==> src/hw/rtl/gwtb_pkg.sv <==
// Shared constants for the gradient-weighted threshold binarizer.
// Holds field widths, default size limits and config register codes.
// No dependencies.
package gwtb_pkg;

  // default image size limits
  localparam int MAX_WIDTH_DEF  = 64;
  localparam int MAX_HEIGHT_DEF = 64;

  // field and state widths
  localparam int PIX_W      = 8;
  localparam int SIZE_W     = 7;
  localparam int WSUM_W     = 28;
  localparam int GSUM_W     = 20;
  localparam int PROD_W     = PIX_W + GSUM_W;
  localparam int LCNT_W     = 13;
  localparam int ROW_BITS_W = 64;
  localparam int COLIX_W    = $clog2(ROW_BITS_W);
  localparam int ROW_NUM_W  = 6;

  // config register indexes
  localparam int CFG_IDX_W = 1;
  localparam logic [CFG_IDX_W-1:0] CFG_IMAGE_WIDTH  = 1'b0;
  localparam logic [CFG_IDX_W-1:0] CFG_IMAGE_HEIGHT = 1'b1;

endpackage

==> src/hw/rtl/gwtb_mul.sv <==
// Shared registered multiplier: pixel times gradient or gradient sum.
// Depends on gwtb_pkg for operand widths.
module gwtb_mul (
  input  logic                        clk,
  input  logic                        en,
  input  logic [gwtb_pkg::PIX_W-1:0]  a,
  input  logic [gwtb_pkg::GSUM_W-1:0] b,
  output logic [gwtb_pkg::PROD_W-1:0] p
);

  // one product per enabled cycle
  always_ff @(posedge clk) begin
    if (en) begin
      p <= gwtb_pkg::PROD_W'(a) * gwtb_pkg::PROD_W'(b);
    end
  end

endmodule

==> config.mk <==
export PLATFORM = sky130hd
export DESIGN_NAME = gwtb_mul
export DESIGN_NICKNAME = d
export VERILOG_FILES = /design/src/hw/rtl/gwtb_pkg.sv /design/src/hw/rtl/gwtb_mul.sv
export SDC_FILE = /design/constraint.sdc
export NUM_CORES = 1
export LEC_CHECK = 0
export BUFFER_PORTS_ARGS = -buffer_cell sky130_fd_sc_hd__buf_4
export CAP_MARGIN = 20
export CORE_UTILIZATION = 45
export DETAILED_ROUTE_END_ITERATION = 8
export GPL_TIMING_DRIVEN = 0
export HOLD_SLACK_MARGIN = 0.05
export PLACE_DENSITY = 0.68
export SLEW_MARGIN = 20
export SYNTH_ARGS = -nofsm -noshare
export SYNTH_HDL_FRONTEND = slang
export SYNTH_SLANG_ARGS = --single-unit
==> constraint.sdc <==
create_clock -name clk -period 5.02 [get_ports clk]
set_clock_uncertainty 0.15 [all_clocks]
set_input_delay 0.251 -clock clk [delete_from_list [all_inputs] [get_ports clk]]
set_output_delay 0.251 -clock clk [all_outputs]
set_load 0.01 [all_outputs]
==> results of run 1 <==
[stage by stage]
stage | power, uW | cells
global route | 3765 | 852
detailed placement | 3241 | 848
floorplan | 2522 | 628
finish | 3384 | 852
global placement | 3196 | 848
CTS | 3432 | 852
[placed cells by master (no fill, tap or decap), types with 4 or more instances in the layout]
cell | netlist | routed
sky130_fd_sc_hd__a21o_1 | 7 | 7
sky130_fd_sc_hd__ha_1 | 48 | 48
sky130_fd_sc_hd__a21oi_1 | 29 | 29
sky130_fd_sc_hd__fa_1 | 108 | 108
sky130_fd_sc_hd__clkbuf_2 | 1 | 6
sky130_fd_sc_hd__and2_1 | 118 | 118
sky130_fd_sc_hd__nand4_1 | 5 | 5
sky130_fd_sc_hd__xor2_1 | 5 | 5
sky130_fd_sc_hd__edfxtp_1 | 28 | 28
sky130_fd_sc_hd__nor2_1 | 12 | 12
sky130_fd_sc_hd__nor3_1 | 4 | 4
sky130_fd_sc_hd__xnor2_1 | 16 | 16
sky130_fd_sc_hd__o21ai_0 | 8 | 8
sky130_fd_sc_hd__clkbuf_1 | 20 | 15
sky130_fd_sc_hd__nand3_1 | 5 | 5
sky130_fd_sc_hd__inv_1 | 107 | 107
sky130_fd_sc_hd__nand2_1 | 61 | 61
sky130_fd_sc_hd__buf_4 | 1 | 49
[kinds of logic (layout without fill, tap and decap cells)]
group / count (synthesis) / count (layout) / share of synthesized area, %
compound gates: 72 / 72 / 8.059
fa+ha+maj: 156 / 156 / 46.22
mux: 2 / 2 / 0.3559
buf+inv: 130 / 182 / 8.269
flops: 28 / 28 / 14.07
xor+xnor: 21 / 21 / 3.077
simple gates: 219 / 219 / 19.95
[how the worst min path moves through the flow]
stage | cells past startpoint | end | slack, ps
after floorplan | 0 | p[0]$_DFFE_PP_ | 210
final | 2 | p[0]$_DFFE_PP_ | 220
after global placement | 2 | p[0]$_DFFE_PP_ | 480
after global routing | 2 | p[0]$_DFFE_PP_ | 240
after CTS | 2 | p[0]$_DFFE_PP_ | 230
after detailed placement | 2 | p[0]$_DFFE_PP_ | 500
[final cells by class]
class,instances,area share (%)
Clock buffer,3,1.131
Timing Repair Buffer,48,5.429
Clock inverter,1,0.05655
Inverter,107,6.051
Sequential cell,28,12.67
Buffer,23,1.489
Multi-Input combinational cell,470,69.93
Tap cell,172,3.242
[power breakdown]
group	leakage, uW	total, uW	internal [uW]	switching [uW]
clock	0.0000385	176	107	69.5
sequential	0.000273	509	481	27.7
combinational	0.00291	2700	1150	1550
[repair_timing]
action,CTS,global route
setup endpoints to repair,1,4
cloned,0,0
hold endpoints to repair,0,0
resized for setup,1,8
[metal layers]
layer,vias up,share of wire (%)
met2,93,54
met4,2,1.7
met3,24,4.5
li1,2081,-
met5,-,0.098
met1,2270,40
==> run metrics, run 1 <==
top flop regs p (28); fin area roughly 0.0066 mm^2; antenna viol nets, final 0; number of global-route vias before repair 4802; Synth Warn # 0; Die Wd approximately 120 um; sequential area share after synthesis 14.07%; per-instance average area after synthesis 9.517 um^2; share of the clock period used by the worst path 95.63%; Core Rows 41; overall routing resource usage 21.29%; number of H-tree levels 1; total nets after synthesis approximately 810; Yosys top cell by area sky130_fd_sc_hd__fa_1; most frequently used cell type in the post-synthesis netlist sky130_fd_sc_hd__and2_1; worst-path fanout max 10; type of element capturing the critical path flip-flop; startpoint class of the critical path input port; static leakage 0.003219 uW; register ranked first by flip-flop count p; met2 Track Usage GR about two fifths; power per cell area 509.8 mW/mm^2; setup tns final 0 ps; global-route track usage on met1 a little over a quarter; Layout Nets between 800 and 900; layout filler cell count approximately 1200; critical path launch point a[7]; Hold WS around 220 ps; Post-Synthesis Cell Area roughly 0.006 mm^2; total half-perimeter wirelength after legalization and detailed placement 11.20 mm; count of boundary I/O pins 58; multi-input gate area in the final layout 0.004642 mm^2; vias post-DR ~4500; initial antenna violation count 2; busiest grt layer met2; clk root buf sky130_fd_sc_hd__clkbuf_16; number of buffer and inverter stages on the critical path 4; Residual DRC 0; number of clock sinks 28; DR iter-0 viols 163; final core area utilization 51.96%; number of optimization iterations in the first detailed-route pass 4; final setup violation count 0; detail-routed via count per cell approximately 5.2; synthesized netlist cell count about 630; final routed wirelength across all metal layers 13.25 mm; worst slew slack as a fraction of its limit 58.48%; standard cell core area 0.01277 mm^2; most frequent cell on the critical path sky130_fd_sc_hd__fa_1; CTS tree yes; Max Cap Viol 0; quantity of hold-fixing buffers added after cts 0; outcome finished, final reports clean; distinct cell type count after synthesis between 50 and 60; transition time of the tightest slew-check pin 622.7 ps; proportion of netlist area held by the largest area contributor 36.17%; Final Critical Period about 4800 ps; largest net degree at the start of global routing 29; area growth from synthesis to layout 11.05%; post-placement worst setup slack -245.1 ps; Largest register FFs 28; clock slew at the register clock pins of the worst setup and hold paths 60 ps; worst path required time just under 5000 ps; worst hold path class input port to flip-flop; area taken by flip-flops and latches 840.8 um^2; CP max-delay cell sky130_fd_sc_hd__fa_1; Clock Path Buffers 2; Max Slew Vio Count 0; number of synthesized register bits 28; final estimated routing congestion in global placement 0.8526; initial core utilization approximately 47%; PnR worst setup slack 219.4 ps; crit-path max cell delay 500 ps; first-pass GRT wire length 22.49 mm; top post-synthesis cells by count sky130_fd_sc_hd__and2_1 (118), sky130_fd_sc_hd__fa_1 (108), sky130_fd_sc_hd__inv_1 (107); arrival time at the worst endpoint 4660 ps; number of enable-type register cells in the synthesized netlist 28; hold_sp b[0]; Post-CTS Repair Setup Buffers 0; Max Fclk 0.2083 GHz; kind of cell with the highest combined delay on the critical path adder cells; post-placement cell area approximately 0.0066 mm^2; remaining global-route overflow 0; critical path cell sequence clkbuf_1 > nand2_1 > fa_1 > fa_1 > inv_1 > fa_1 > inv_1 > fa_1 > inv_1 > ha_1 > a21o_1 > a21oi_1 > a211oi_2 > o31ai_1 > o21ai_1 > xnor2_1; commonest register cell after synthesis sky130_fd_sc_hd__edfxtp_1; total die area 0.01375 mm^2; quantity of I/O buffers inserted on ports 48; Avg WL per Cell 15.56 um; crit path to p[23]$_DFFE_PP_; Async S/R FF share, synth 0%; IR Drop Worst-Case VDD 0.2635 mV; Crit. path cell count 16; setup repair after global routing missed its margin false; die height 117.3 um; most area-consuming cells after synthesis sky130_fd_sc_hd__fa_1 (36%), sky130_fd_sc_hd__edfxtp_1 (14%), sky130_fd_sc_hd__and2_1 (12%); fraction of final layout cells sized beyond drive strength 1 10.15%; antenna diode instance count 0; crit path kind input port to flip-flop; hold violation total from the final report 0; met3 track demand over resource in global routing under 10%; CTS Buf Count 3
(Power assumes the default switching activity.)
==> run 2, diff against run 1 <==
==> constraint.sdc (replaced) <==
create_clock -name clk -period 5.02 [get_ports clk]
set_clock_uncertainty 0.15 [all_clocks]
set_input_delay 0.502 -clock clk [delete_from_list [all_inputs] [get_ports clk]]
set_output_delay 0.502 -clock clk [all_outputs]
set_load 0.01 [all_outputs]
==> run metrics, run 2 (same netlist as run 1, synthesis figures left out) <==
setup repair after global routing missed its margin false; antenna diode instance count 0 (unchanged); transition time of the tightest slew-check pin 512.5 ps (-110.3 ps); register ranked first by flip-flop count p; standard cell core area 0.01277 mm^2 (unchanged); die height 117.3 um (unchanged); DP Cell Count 848 (unchanged); number of global-route vias before repair 4805 (+0.062%); topmost layer with routed signal wires met4; Max Fclk 0.2048 GHz (-1.7%); area taken by flip-flops and latches 840.8 um^2 (unchanged); outcome finished, final reports clean; hold violation total from the final report 0 (unchanged); clock slew at the register clock pins of the worst setup and hold paths 60 ps (about the same); setup tns final 0 ps (unchanged); overall routing resource usage 21.29% (unchanged); worst path required time 4880 ps (about the same); antenna viol nets, final 0 (unchanged); Max Slew Vio Count 0 (unchanged); Clock Path Buffers 2 (unchanged); worst hold path class input port to flip-flop; Core Rows 41 (unchanged); fraction of final layout cells sized beyond drive strength 1 11.76% (+1.6 points); vias post-DR 4451 (-0.43%); DR WL met3 650 um (+8.2%); clk root buf sky130_fd_sc_hd__clkbuf_16; count of boundary I/O pins 58 (unchanged); post-placement worst setup slack -496.1 ps (-251.0 ps); crit path kind input port to flip-flop; Hold WS 473.2 ps (+250.9 ps); DR iter-0 viols 177 (+8.6%); number of H-tree levels 1 (unchanged); Avg WL per Cell 15.74 um (+1.2%); Layout Nets 867 (unchanged); highest-count cells in the layout ignoring fill and taps sky130_fd_sc_hd__and2_1 (118), sky130_fd_sc_hd__fa_1 (108), sky130_fd_sc_hd__inv_1 (107), sky130_fd_sc_hd__nand2_1 (61), sky130_fd_sc_hd__buf_4 (49); detailed route wirelength on metal2 7.258 mm (+2.1%); area growth from synthesis to layout 11.81%; Max Cap Viol 0 (unchanged); largest net degree at the start of global routing 29 (unchanged); remaining global-route overflow 0 (unchanged); Die Wd 117.3 um (unchanged); worst-path fanout max 10 (unchanged); PnR worst setup slack 136.1 ps (-83.32 ps); total die area 0.01375 mm^2 (unchanged); CTS Buf Count 3 (unchanged); number of optimization iterations in the first detailed-route pass 4 (unchanged); total half-perimeter wirelength after legalization and detailed placement 11.20 mm (unchanged); Residual DRC 0 (unchanged); initial antenna violation count 2 (unchanged); IR Drop Worst-Case VDD 0.2760 mV (+4.8%); leading cell type in the layout, fill and taps excluded sky130_fd_sc_hd__and2_1; detail-routed via count per cell 5.224 (-0.43%); first-pass GRT wire length 22.49 mm (unchanged); number of clock sinks 28 (unchanged); top flop regs p (28); initial core utilization 46.79% (unchanged); layout filler cell count 1187 (-0.17%); quantity of I/O buffers inserted on ports 48 (unchanged); final routed wirelength across all metal layers 13.41 mm (+1.2%); M1 WL 5.316 mm (+0.17%); Largest register FFs 28 (unchanged); arrival time at the worst endpoint 4740 ps (+80 ps); startpoint class of the critical path input port; Final Critical Period 4884 ps (+83.32 ps); number of standard cells in the layout, taps in and fillers out 852 (unchanged); type of element capturing the critical path flip-flop; worst slew slack as a fraction of its limit 65.84% (+7.4 points); final setup violation count 0 (unchanged); static leakage 0.003241 uW (+0.69%); CTS tree yes; final estimated routing congestion in global placement 0.8526 (unchanged); power per cell area 514.3 mW/mm^2 (+0.87%); share of the clock period used by the worst path 97.29% (+1.7 points); multi-input gate area in the final layout 0.004674 mm^2 (+0.70%); quantity of hold-fixing buffers added after cts 0 (unchanged); Hold Crit Depth 2 (unchanged)
## run 2: what timing repair did
action,4_1_cts,5_1_grt
gates resized for setup,5,25
hold endpoints to repair,0,0
endpoints found under the setup margin,12,12
setup buffers,0,0
## run 2: layout make-up
cell class / count / area share [%]
inverters: 107 / 6.010
multi-input cells: 470 / 69.95
repair buffers: 48 / 5.392
clock inverters: 1 / 0.05617
well taps: 172 / 3.220
clock buffers: 3 / 1.123
plain buffers: 23 / 1.666
flip-flops and latches: 28 / 12.58
## run 2: metrics by stage
| step | total power, uW | instance area (um^2) | util (%) |
|---|---|---|---|
| floorplan | 2522 | 5977 | - |
| global placement | 3196 | 6553 | 51.30 |
| detailed placement | 3241 | 6553 | 51.30 |
| CTS | 3433 | 6638 | 51.96 |
| global route | 3818 | 6683 | 52.32 |
| finish | 3437 | 6683 | 52.32 |
## run 2: power breakdown
group / leakage (uW) / switching (uW) / internal [uW]
clock: 0.0000385 / 71.0 / 107
combinational: 0.00293 / 1580 / 1170
sequential: 0.000273 / 28.0 / 481
## run 2: layer usage
layer / vias to the layer above / track usage, %
li1: 2081 / -
met1: 2256 / 26.00
met2: 98 / 39.33
met3: 16 / 3.553
met4: 0 / 4.473
met5: - / 0
## run 2: critical path, stage by stage
cell	delay (ps)
sky130_fd_sc_hd__clkbuf_4	200
sky130_fd_sc_hd__nand2_1	100
sky130_fd_sc_hd__fa_1	520
sky130_fd_sc_hd__fa_1	540
sky130_fd_sc_hd__inv_1	50
sky130_fd_sc_hd__fa_1	470
sky130_fd_sc_hd__inv_1	60
sky130_fd_sc_hd__fa_1	500
sky130_fd_sc_hd__inv_1	50
sky130_fd_sc_hd__ha_1	380
sky130_fd_sc_hd__a21o_1	260
sky130_fd_sc_hd__a21oi_2	250
sky130_fd_sc_hd__a211oi_2	140
sky130_fd_sc_hd__o31ai_1	410
sky130_fd_sc_hd__o21ai_1	160
sky130_fd_sc_hd__xnor2_1	150
## run 2: worst paths after layout
kind              startpoint         endpoint  slack (ps)
hold / removal          b[0]   p[0]$_DFFE_PP_         470
setup / recovery        a[2]  p[23]$_DFFE_PP_         140
==> run 3, diff against run 2 <==
GPL_ROUTABILITY_DRIVEN = 0   (was default)
MAX_ROUTING_LAYER = met4   (was default)
SLEW_MARGIN = default   (was 20)
==> run metrics, run 3 (same netlist as run 1, synthesis figures left out) <==
number of clock sinks 28 (unchanged); register share of total power 14.8% (about the same); Max Slew Vio Count 0 (unchanged); setup repair after global routing missed its margin false; crit-path max cell delay 540 ps (about the same); share of the clock period used by the worst path 96.31% (-0.98 points); post-placement cell area 0.006553 mm^2 (unchanged); number of optimization iterations in the first detailed-route pass 4 (unchanged); fin area 0.006684 mm^2 (about the same); hold_sp b[0]; quantity of hold-fixing buffers added after cts 0 (unchanged); CP max-delay cell sky130_fd_sc_hd__fa_1; CTS Buf Count 3 (unchanged); clk root buf sky130_fd_sc_hd__clkbuf_16; Layout Nets 867 (unchanged); Sw Share 49.03% (+0.063 points); detail-routed via count per cell 5.311 (+1.7%); total half-perimeter wirelength after legalization and detailed placement 11.42 mm (+2.0%); type of element capturing the critical path flip-flop; overall routing resource usage 21.91% (+0.62 points); final core area utilization 52.33% (about the same); Max Fclk 0.2068 GHz (+1.0%); Core Rows 41 (unchanged); critical path launch point a[4]; antenna diode instance count 0 (unchanged); final setup violation count 0 (unchanged); IR Drop Worst-Case VDD 0.2989 mV (+8.3%); worst hold path class input port to flip-flop; standard cell core area 0.01277 mm^2 (unchanged); antenna viol nets, final 0 (unchanged); fraction of final layout cells sized beyond drive strength 1 12.08% (+0.31 points); hold violation total from the final report 0 (unchanged); number of global-route vias before repair 4764 (-0.85%); clock share of power 5.1% (about the same); most frequent cell on the critical path sky130_fd_sc_hd__fa_1; outcome finished, final reports clean; Post-CTS Repair Setup Buffers 0 (unchanged); startpoint class of the critical path input port; worst-path fanout max 10 (unchanged); Avg WL per Cell 15.90 um (+1.0%); arrival time at the worst endpoint 4750 ps (about the same); CTS tree yes; quantity of I/O buffers inserted on ports 48 (unchanged); static leakage 0.003233 uW (-0.26%); worst path required time 4940 ps (+60 ps); highest-count cells in the layout ignoring fill and taps sky130_fd_sc_hd__and2_1 (118), sky130_fd_sc_hd__fa_1 (108), sky130_fd_sc_hd__inv_1 (107), sky130_fd_sc_hd__nand2_1 (61), sky130_fd_sc_hd__buf_4 (49); Die Wd 117.3 um (unchanged); die height 117.3 um (unchanged); switching power of the nets 1690 uW (+0.40%); Largest register FFs 28 (unchanged); internal power 1757 uW (+0.15%); clock slew at the register clock pins of the worst setup and hold paths 70 ps (about the same); critical path cell sequence buf_2 > nand2_1 > fa_1 > fa_1 > inv_1 > fa_1 > inv_1 > fa_1 > inv_1 > ha_2 > a21o_1 > a31oi_4 > a211oi_2 > o311a_1 > and4_4 > nor3_1; Max Cap Viol 0 (unchanged); first-pass GRT wire length 22.36 mm (-0.58%); leading cell type in the layout, fill and taps excluded sky130_fd_sc_hd__and2_1; transition time of the tightest slew-check pin 562.5 ps (+50.08 ps); power per cell area 515.6 mW/mm^2 (+0.25%); Clock Path Buffers 2 (unchanged); count of boundary I/O pins 58 (unchanged); vias post-DR 4520 (+1.6%); largest net degree at the start of global routing 29 (unchanged); initial antenna violation count 0 (-2); remaining global-route overflow 0 (unchanged); top flop regs p (28); worst slew slack as a fraction of its limit 62.50% (-3.3 points); final routed wirelength across all metal layers 13.53 mm (+0.89%); DR iter-0 viols 175 (-1.1%); Residual DRC 0 (unchanged); initial core utilization 46.79% (unchanged); area growth from synthesis to layout 11.83% (about the same); power share of the combinational group 80.1% (about the same); register ranked first by flip-flop count p; Final Critical Period 4835 ps (-49.02 ps); number of H-tree levels 1 (unchanged); total die area 0.01375 mm^2 (unchanged); crit path kind input port to flip-flop
==> run 3: final timing paths <==
| kind | to | slack, ps | cells after the start |
|---|---|---|---|
| setup / recovery | p[18]$_DFFE_PP_ | 190 | 16 |
| hold / removal | p[0]$_DFFE_PP_ | 460 | 2 |
==> run 3: critical path, delay by kind of cell <==
kind | cells | cell delay [ps]
AO/OA/AOI/OAI | 4 | 940
buffers and inverters | 4 | 400
AND/OR/NAND/NOR | 3 | 560
adder cells (fa/ha/maj) | 5 | 2330
==> run 3: area by class of cell <==
class	instances	area, um^2
fillers	1217	6090
well taps	172	215.2
flip-flops and latches	28	840.8
plain buffers	23	111.4
clock buffers	3	75.07
multi-input cells	470	4679
inverters	107	401.6
repair buffers	48	360.3
==> run 3: stage by stage <==
stage / setup WS, ps / cells / total power [uW] / setup TNS, ps / hold slack [ps]
2_1_floorplan: 197.6 / 628 / 2522 / 0 / 464.5
3_3_place_gp: -479.8 / 848 / 3179 / -4647 / 728.0
3_5_place_dp: -529.3 / 848 / 3244 / -5844 / 736.5
4_1_cts: 2.206 / 851 / 3439 / 0 / 473.3
5_1_grt: 16.98 / 851 / 3811 / 0 / 488.5
6_report: 185.1 / 851 / 3446 / 0 / 464.8
==> run 3: routing by layer <==
metal / GRT usage, % / share of wire [%]
met1: 25.73 / 38
met2: 39.69 / 54
met3: 2.729 / 5.3
met4: 5.485 / 2.3
met5: - / 0
==> run 3: what timing repair did <==
item / in CTS / in global routing
endpoints found under the setup margin: 12 / 12
gates resized for setup: 7 / 24
gates cloned: 0 / 0
==> run 3: power by group through the flow <==
stage               sequential (uW)  clock (uW)  combinational, uW
finish                          509         175               2760
global route                    518         185               3110
CTS                             512         177               2750
detailed placement              517           0               2730
global placement                511           0               2670
floorplan                       568           0               1950
